$ cat src/hdl/swms_pkg.sv
`default_nettype none

package swms_pkg;

    // Window geometry
    localparam int WINDOW_MAX = 16;
    localparam int SLOT_W     = $clog2(WINDOW_MAX);

    // Field widths
    localparam int SAMPLE_W = 63;
    localparam int CNT_W    = 5;
    localparam int SUM_W    = 68;

    // Serial divider: one quotient bit per step
    localparam int DIV_STEPS = SUM_W;
    localparam int STEP_W    = $clog2(DIV_STEPS + 1);

    // Register port
    localparam int PADDR_W = 3;
    localparam int DATA_W  = 32;
    localparam logic [PADDR_W-3:0] REG_WINDOW_SIZE = '0;
    localparam logic [CNT_W-1:0]   WINDOW_SIZE_RESET = CNT_W'(16);

    // Window size as used: zero acts as one, above the bound saturates
    function automatic logic [CNT_W-1:0] eff_size(input logic [CNT_W-1:0] ws);
        logic [CNT_W-1:0] s;
        s = ws;
        if (s == '0) begin
            s = CNT_W'(1);
        end
        if (s > CNT_W'(WINDOW_MAX)) begin
            s = CNT_W'(WINDOW_MAX);
        end
        return s;
    endfunction

endpackage

`default_nettype wire

$ cat src/hdl/swms_ring.sv
`default_nettype none

module swms_ring
    import swms_pkg::*;
(
    input  wire                 aclk,
    input  wire                 wr_en,
    input  wire  [SLOT_W-1:0]   wr_addr,
    input  wire  [SAMPLE_W-1:0] wr_data,
    input  wire                 rd_en,
    input  wire  [SLOT_W-1:0]   rd_addr,
    output logic [SAMPLE_W-1:0] rd_data
);

    logic [SAMPLE_W-1:0] mem [WINDOW_MAX];

    // Write port
    always_ff @(posedge aclk) begin
        if (wr_en) begin
            mem[wr_addr] <= wr_data;
        end
    end

    // Registered read port, data follows rd_en in the next cycle
    always_ff @(posedge aclk) begin
        if (rd_en) begin
            rd_data <= mem[rd_addr];
        end
    end

endmodule

`default_nettype wire

$ cat src/hdl/swms_div.sv
`default_nettype none

module swms_div
    import swms_pkg::*;
(
    input  wire                 aclk,
    input  wire                 aresetn,
    input  wire                 start,
    input  wire  [SUM_W-1:0]    dividend,
    input  wire  [CNT_W-1:0]    divisor,
    output logic                done,
    output logic [SAMPLE_W-1:0] quotient
);

    logic [CNT_W-1:0]  rem_reg;
    logic [SUM_W-1:0]  quo_reg;
    logic [STEP_W-1:0] step_reg;
    logic              done_reg;

    logic [CNT_W:0]    trial;
    logic [CNT_W:0]    diff;
    logic              ge;

    // Restoring step: bring in the next dividend bit, subtract if it fits
    assign trial = {rem_reg, quo_reg[SUM_W-1]};
    assign diff  = trial - {1'b0, divisor};
    assign ge    = (trial >= {1'b0, divisor});

    always_ff @(posedge aclk) begin
        if (!aresetn) begin
            step_reg <= '0;
            done_reg <= 1'b0;
        end else begin
            done_reg <= 1'b0;
            if (start) begin
                step_reg <= STEP_W'(DIV_STEPS);
            end else if (step_reg != '0) begin
                step_reg <= step_reg - 1'b1;
                if (step_reg == STEP_W'(1)) begin
                    done_reg <= 1'b1;
                end
            end
        end
    end

    // Datapath: dividend shifts out on top, quotient bits enter below
    always_ff @(posedge aclk) begin
        if (start) begin
            quo_reg <= dividend;
            rem_reg <= '0;
        end else if (step_reg != '0) begin
            quo_reg <= {quo_reg[SUM_W-2:0], ge};
            rem_reg <= ge ? diff[CNT_W-1:0] : trial[CNT_W-1:0];
        end
    end

    assign done     = done_reg;
    assign quotient = quo_reg[SAMPLE_W-1:0];

endmodule

`default_nettype wire

$ cat src/hdl/sliding_window_mean_and_spread_core.sv
`default_nettype none

// Sliding window mean and spread of 63-bit latency samples. Each accepted
// sample enters a 16-entry ring; the block then reports the truncated mean,
// the spread (largest minus smallest) and the count of the newest samples held,
// up to window_size (APB register at address 0, reset 16; zero acts as one).
// Shrinking the window drops the oldest samples at once. After a sample is
// accepted, the ring is scanned one entry per cycle over its single read port,
// the 68-bit sum is divided by a bit-serial divider in 68 steps, and the result
// is registered for m_; a new sample is taken only after that result is loaded.
// The next sample is accepted while a result still waits on m_.

module sliding_window_mean_and_spread_core
    import swms_pkg::*;
(
    input  wire                 aclk,
    input  wire                 aresetn,

    input  wire                 s_valid,
    output logic                s_ready,
    input  wire  [SAMPLE_W-1:0] s_sample,

    output logic                m_valid,
    input  wire                 m_ready,
    output logic [SAMPLE_W-1:0] m_mean_value,
    output logic [SAMPLE_W-1:0] m_spread,
    output logic [CNT_W-1:0]    m_held_count,

    input  wire                 psel,
    input  wire                 penable,
    input  wire                 pwrite,
    input  wire  [PADDR_W-1:0]  paddr,
    input  wire  [DATA_W-1:0]   pwdata,
    output logic [DATA_W-1:0]   prdata,
    output logic                pready
);

    typedef enum logic [1:0] {
        ST_IDLE,
        ST_SCAN,
        ST_DIV,
        ST_DONE
    } state_t;

    localparam logic [SLOT_W:0] WMAX_S = (SLOT_W+1)'(WINDOW_MAX);

    state_t              state_reg;
    logic [CNT_W-1:0]    ws_reg;
    logic [SLOT_W-1:0]   wslot_reg;
    logic [CNT_W-1:0]    fill_reg;
    logic [CNT_W-1:0]    k_reg;
    logic                rd_valid_reg;
    logic [SUM_W-1:0]    sum_reg;
    logic [SAMPLE_W-1:0] min_reg;
    logic [SAMPLE_W-1:0] max_reg;
    logic                m_valid_reg;
    logic [SAMPLE_W-1:0] mean_reg;
    logic [SAMPLE_W-1:0] spread_reg;
    logic [CNT_W-1:0]    count_reg;

    logic                in_fire;
    logic                cfg_wr;
    logic [CNT_W-1:0]    eff;
    logic [CNT_W-1:0]    eff_wr;
    logic [CNT_W-1:0]    fill_next;
    logic                issue;
    logic                scan_end;
    logic [SLOT_W:0]     age_sum;
    logic [SLOT_W-1:0]   rd_addr;
    logic [SAMPLE_W-1:0] rd_data;
    logic                div_done;
    logic [SAMPLE_W-1:0] quotient;
    logic                out_load;

    // Handshakes
    assign s_ready  = (state_reg == ST_IDLE);
    assign in_fire  = s_valid && s_ready;
    assign pready   = 1'b1;
    assign cfg_wr   = psel && penable && pwrite
                      && (paddr[PADDR_W-1:2] == REG_WINDOW_SIZE);
    assign prdata   = (paddr[PADDR_W-1:2] == REG_WINDOW_SIZE)
                      ? {{(DATA_W-CNT_W){1'b0}}, ws_reg} : '0;

    // Fill count after a sample arrives
    assign eff       = eff_size(ws_reg);
    assign eff_wr    = eff_size(pwdata[CNT_W-1:0]);
    assign fill_next = (fill_reg < eff) ? fill_reg + 1'b1 : eff;

    // Scan the newest samples, age k at slot write_slot - 1 - k
    assign issue    = (state_reg == ST_SCAN) && (k_reg != fill_reg);
    assign scan_end = (state_reg == ST_SCAN) && !issue && !rd_valid_reg;
    assign age_sum  = {1'b0, wslot_reg} + (WMAX_S - 1'b1) - (SLOT_W+1)'(k_reg);
    assign rd_addr  = (age_sum >= WMAX_S) ? SLOT_W'(age_sum - WMAX_S)
                                          : SLOT_W'(age_sum);

    assign out_load = (state_reg == ST_DONE) && (!m_valid_reg || m_ready);

    swms_ring u_ring (
        .aclk    (aclk),
        .wr_en   (in_fire),
        .wr_addr (wslot_reg),
        .wr_data (s_sample),
        .rd_en   (issue),
        .rd_addr (rd_addr),
        .rd_data (rd_data)
    );

    swms_div u_div (
        .aclk     (aclk),
        .aresetn  (aresetn),
        .start    (scan_end),
        .dividend (sum_reg),
        .divisor  (fill_reg),
        .done     (div_done),
        .quotient (quotient)
    );

    // Sequencer, window state and result register
    always_ff @(posedge aclk) begin
        if (!aresetn) begin
            state_reg    <= ST_IDLE;
            ws_reg       <= WINDOW_SIZE_RESET;
            wslot_reg    <= '0;
            fill_reg     <= '0;
            k_reg        <= '0;
            rd_valid_reg <= 1'b0;
            m_valid_reg  <= 1'b0;
        end else begin
            rd_valid_reg <= issue;
            if (cfg_wr) begin
                ws_reg <= pwdata[CNT_W-1:0];
                if (fill_reg > eff_wr) begin
                    fill_reg <= eff_wr;
                end
            end
            if (out_load) begin
                m_valid_reg <= 1'b1;
            end else if (m_ready) begin
                m_valid_reg <= 1'b0;
            end
            case (state_reg)
                ST_IDLE: begin
                    if (in_fire) begin
                        wslot_reg <= (wslot_reg == SLOT_W'(WINDOW_MAX - 1))
                                     ? '0 : wslot_reg + 1'b1;
                        fill_reg  <= fill_next;
                        k_reg     <= '0;
                        state_reg <= ST_SCAN;
                    end
                end
                ST_SCAN: begin
                    if (issue) begin
                        k_reg <= k_reg + 1'b1;
                    end
                    if (scan_end) begin
                        state_reg <= ST_DIV;
                    end
                end
                ST_DIV: begin
                    if (div_done) begin
                        state_reg <= ST_DONE;
                    end
                end
                ST_DONE: begin
                    if (out_load) begin
                        state_reg <= ST_IDLE;
                    end
                end
                default: begin
                    state_reg <= ST_IDLE;
                end
            endcase
        end
    end

    // Sum, minimum and maximum accumulate as ring data returns
    always_ff @(posedge aclk) begin
        if (in_fire) begin
            sum_reg <= '0;
            min_reg <= '1;
            max_reg <= '0;
        end else if (rd_valid_reg) begin
            sum_reg <= sum_reg + SUM_W'(rd_data);
            if (rd_data < min_reg) begin
                min_reg <= rd_data;
            end
            if (rd_data > max_reg) begin
                max_reg <= rd_data;
            end
        end
    end

    // Result payload
    always_ff @(posedge aclk) begin
        if (out_load) begin
            mean_reg   <= quotient;
            spread_reg <= max_reg - min_reg;
            count_reg  <= fill_reg;
        end
    end

    assign m_valid      = m_valid_reg;
    assign m_mean_value = mean_reg;
    assign m_spread     = spread_reg;
    assign m_held_count = count_reg;

endmodule

`default_nettype wire
$ cat config.mk
export PLATFORM = sky130hd
export DESIGN_NAME = sliding_window_mean_and_spread_core
export DESIGN_NICKNAME = d
export VERILOG_FILES = /design/src/hdl/swms_pkg.sv /design/src/hdl/swms_ring.sv /design/src/hdl/swms_div.sv /design/src/hdl/sliding_window_mean_and_spread_core.sv
export SDC_FILE = /design/constraint.sdc
export NUM_CORES = 2
export LEC_CHECK = 0
export BUFFER_PORTS_ARGS = -buffer_cell sky130_fd_sc_hd__buf_2
export CAP_MARGIN = 5
export CORE_MARGIN = 8
export CORE_UTILIZATION = 38
export DETAILED_ROUTE_END_ITERATION = 6
export SYNTH_ARGS = -nofsm -noshare
export SYNTH_HDL_FRONTEND = slang
export SYNTH_SLANG_ARGS = --single-unit
export TNS_END_PERCENT = 100
$ cat constraint.sdc
create_clock -name aclk -period 9.7 [get_ports aclk]
set_clock_uncertainty 0.05 [all_clocks]
set_input_delay 1.94 -clock aclk [delete_from_list [all_inputs] [get_ports aclk]]
set_output_delay 1.94 -clock aclk [all_outputs]
set_load 0.01 [all_outputs]
==> flow_summary.ini <==
[floorplanning]
start_util_pct = 38.19
coreArea_um2 = 173600
ios = 271
die_w_um = 433.7
placementRows = 153
dieHeight_um = 433.7
die_area_um2 = 188100

[setup_path]
cpMostUsedCell = buf_4
worstRegToRegCells = 12
crit_chain = ha_1 -> a21o_1 -> a2111oi_0 -> and3_1 -> o211ai_1 -> a2bb2oi_1 -> o31ai_1 -> a221oi_4 -> buf_4 -> buf_4 -> a21oi_1 -> o21ai_0
startpoint_type = flop
crit_required_ns = 10.36
end_kind = flop
critical_path_arrival_ns = 5.67
r2r-end = min_reg[8]
cp.buffers_inverters = 2
rrSetupSlack_ns = 4.70
critPathMaxFanout = 67
cpPeakStageDelay_ns = 0.99
reg2reg_from = u_ring.rd_data[12]
critPathTopFamily = compound AO/OA/AOI/OAI gates
path_class = flop to flop
slowest_stage = a221oi_4

[synthesis]
yosys.area.top_type_share_pct = 57.51
yosys.area.top_type = edfxtp_1
ys_warn_count = 0
synth.avg_cell_area_um2 = 14.51
ys_seq_elements = 1500
synth_edf_count = 1270
syn_inst = 4571
syn_area_um2 = 66310
synth-main-ff-cell = edfxtp_1
synth.area.top_cells = edfxtp_1 (58%), mux4_2 (8.6%), dfxtp_1 (6.9%)
synth_cell_types = 83
seq_area_frac_synth_pct = 64.45
async_reset_ff_share_pct = 0

[route]
dr_total_vias = 38620
viasPerCell = 5.327
post_drt_wl_per_cell_um = 22.89
drc_errors = 0
ant_nets = 0
dr.pass1.iters = 5
totalWireLength_um = 166000
drt_iter0_drc = 2807

[clock_network]
cts_tree = done
cts_hold_buf = 0
cts_root_buf = clkbuf_16
ctsResizeCount = 0
postCtsSetupRepairBufs = 0
clk_latency_ns = 0.80
clk_path_buf_depth = 3
clk_pin_slew_ns = 0.06
htree_levels = 4
numCtsBuffers = 156
cts.sinks = 1500

[pwr]
powerDensity_nw_per_um2 = 320.3
irDropWorstVdd_uv = 327.7
leakagePower_nw = 27.54

[grt]
track_usage_pct = 17.13
grt_max_degree = 127
antenna_found_initial = 47
overflow = 0
grt_pass1_vias = 38320
grt_first_pass_wirelength_um = 245000

[place]
port_buffers = 213
place.gp.congestion = 0.8866
dp_hpwl_um = 103100

[sta]
setup_viol = 0
tightestPinTransition_ns = 1.119
slew_viol_final = 0
finalSetupTns_ns = 0
hold_viol = 0
post-route-min-period_ns = 5.003
finalCritPeriodShare_pct = 51.58
hold_slack_ns = 0.3934
max_slew_margin_pct = 25.42
fmax_mhz = 199.9
rsz0062_at_grt = no

[cells_and_area]
layout_common_cells = edfxtp_1 (1270), nand2_1 (401), ha_1 (278), a21oi_1 (257), mux4_2 (252)
area_growth_pct = 13.10
drive_gt1_share_pct = 17.14
largest_reg_flops = 1008
layout_commonest_cell = edfxtp_1
fin_nets = 5177

[worst_hold_path]
min_from = u_div.quo_reg[25]
min_path_cells = 0
hold-path-endpoint = m_mean_value[25]
hold_path.class = flop to flop

[job]
cap_violations = 0

[status]
status = finished clean
-- routing by layer --
metal / vias up / part of all wire, % / wire length (um) / track usage (%)
met5: - / 0.12 / 191 / 0
met1: 19470 / 44 / 72380 / 22.99
met4: 28 / 2.3 / 3894 / 4.433
li1: 17890 / - / - / -
met2: 955 / 48 / 79430 / 28.44
met3: 278 / 6.1 / 10070 / 3.602
-- worst max-delay path by stage --
stage                            start                  to  slack (ns)  cells after the start
floorplan                      m_ready     m_held_count[0]        1.21                      2
global placement               s_valid  u_ring.mem[11][39]        4.45                      5
detailed placement             s_valid  u_ring.mem[11][39]        4.41                      5
CTS                 u_ring.rd_data[12]         min_reg[22]        4.64                     12
global route        u_ring.rd_data[12]          min_reg[0]        4.39                     12
finish              u_ring.rd_data[12]          min_reg[8]        4.70                     12
-- power by group --
part	total [mW]	switching [mW]	internal, mW
Sequential	9.03	0.776	8.26
Combinational	9.20	5.46	3.74
Clock	5.80	2.54	3.26
-- per-stage QoR --
stage	util, %	cell area (um^2)	total power [mW]	cells	setup WS, ns
2_1_floorplan	-	66410	15.52	4597	1.213
3_3_place_gp	40.33	70030	18.34	6956	4.453
3_5_place_dp	40.33	70030	18.42	6956	4.411
4_1_cts	43.18	74970	24.26	7237	4.644
5_1_grt	43.18	74970	25.42	7238	4.391
6_report	43.20	75000	24.02	7250	4.697
-- cell usage after synthesis (115+ instances only) --
master    count
mux2i_1     115
nand2_1     401
clkbuf_1    138
dfxtp_1     230
ha_1        279
inv_1       190
mux4_2      252
o21ai_0     180
a21oi_1     258
nor2_1      258
a21o_1      137
edfxtp_1   1270
-- cells by family (layout without fill, tap and decap cells) --
logic type	after synthesis	in the layout	share of synthesized area (%)
buf+inv	419	734	2.600
fa+ha+maj	283	283	5.385
xor+xnor	139	139	1.836
flops	1500	1500	64.45
other cells	2	41	0.01132
simple gates	976	976	6.615
compound gates	822	822	7.738
mux	430	430	11.36
-- final cells by class --
type | instances | area (um^2)
Antenna cell | 13 | 32.53
Fill cell | 15640 | 98630
Clock buffer | 200 | 4141
Sequential cell | 1500 | 42740
Inverter | 191 | 716.9
Clock inverter | 81 | 799.5
Tap cell | 2325 | 2909
Timing Repair Buffer | 262 | 1471
Multi-Input combinational cell | 2678 | 22190
No activity file was read; power rests on OpenSTA's default activity.
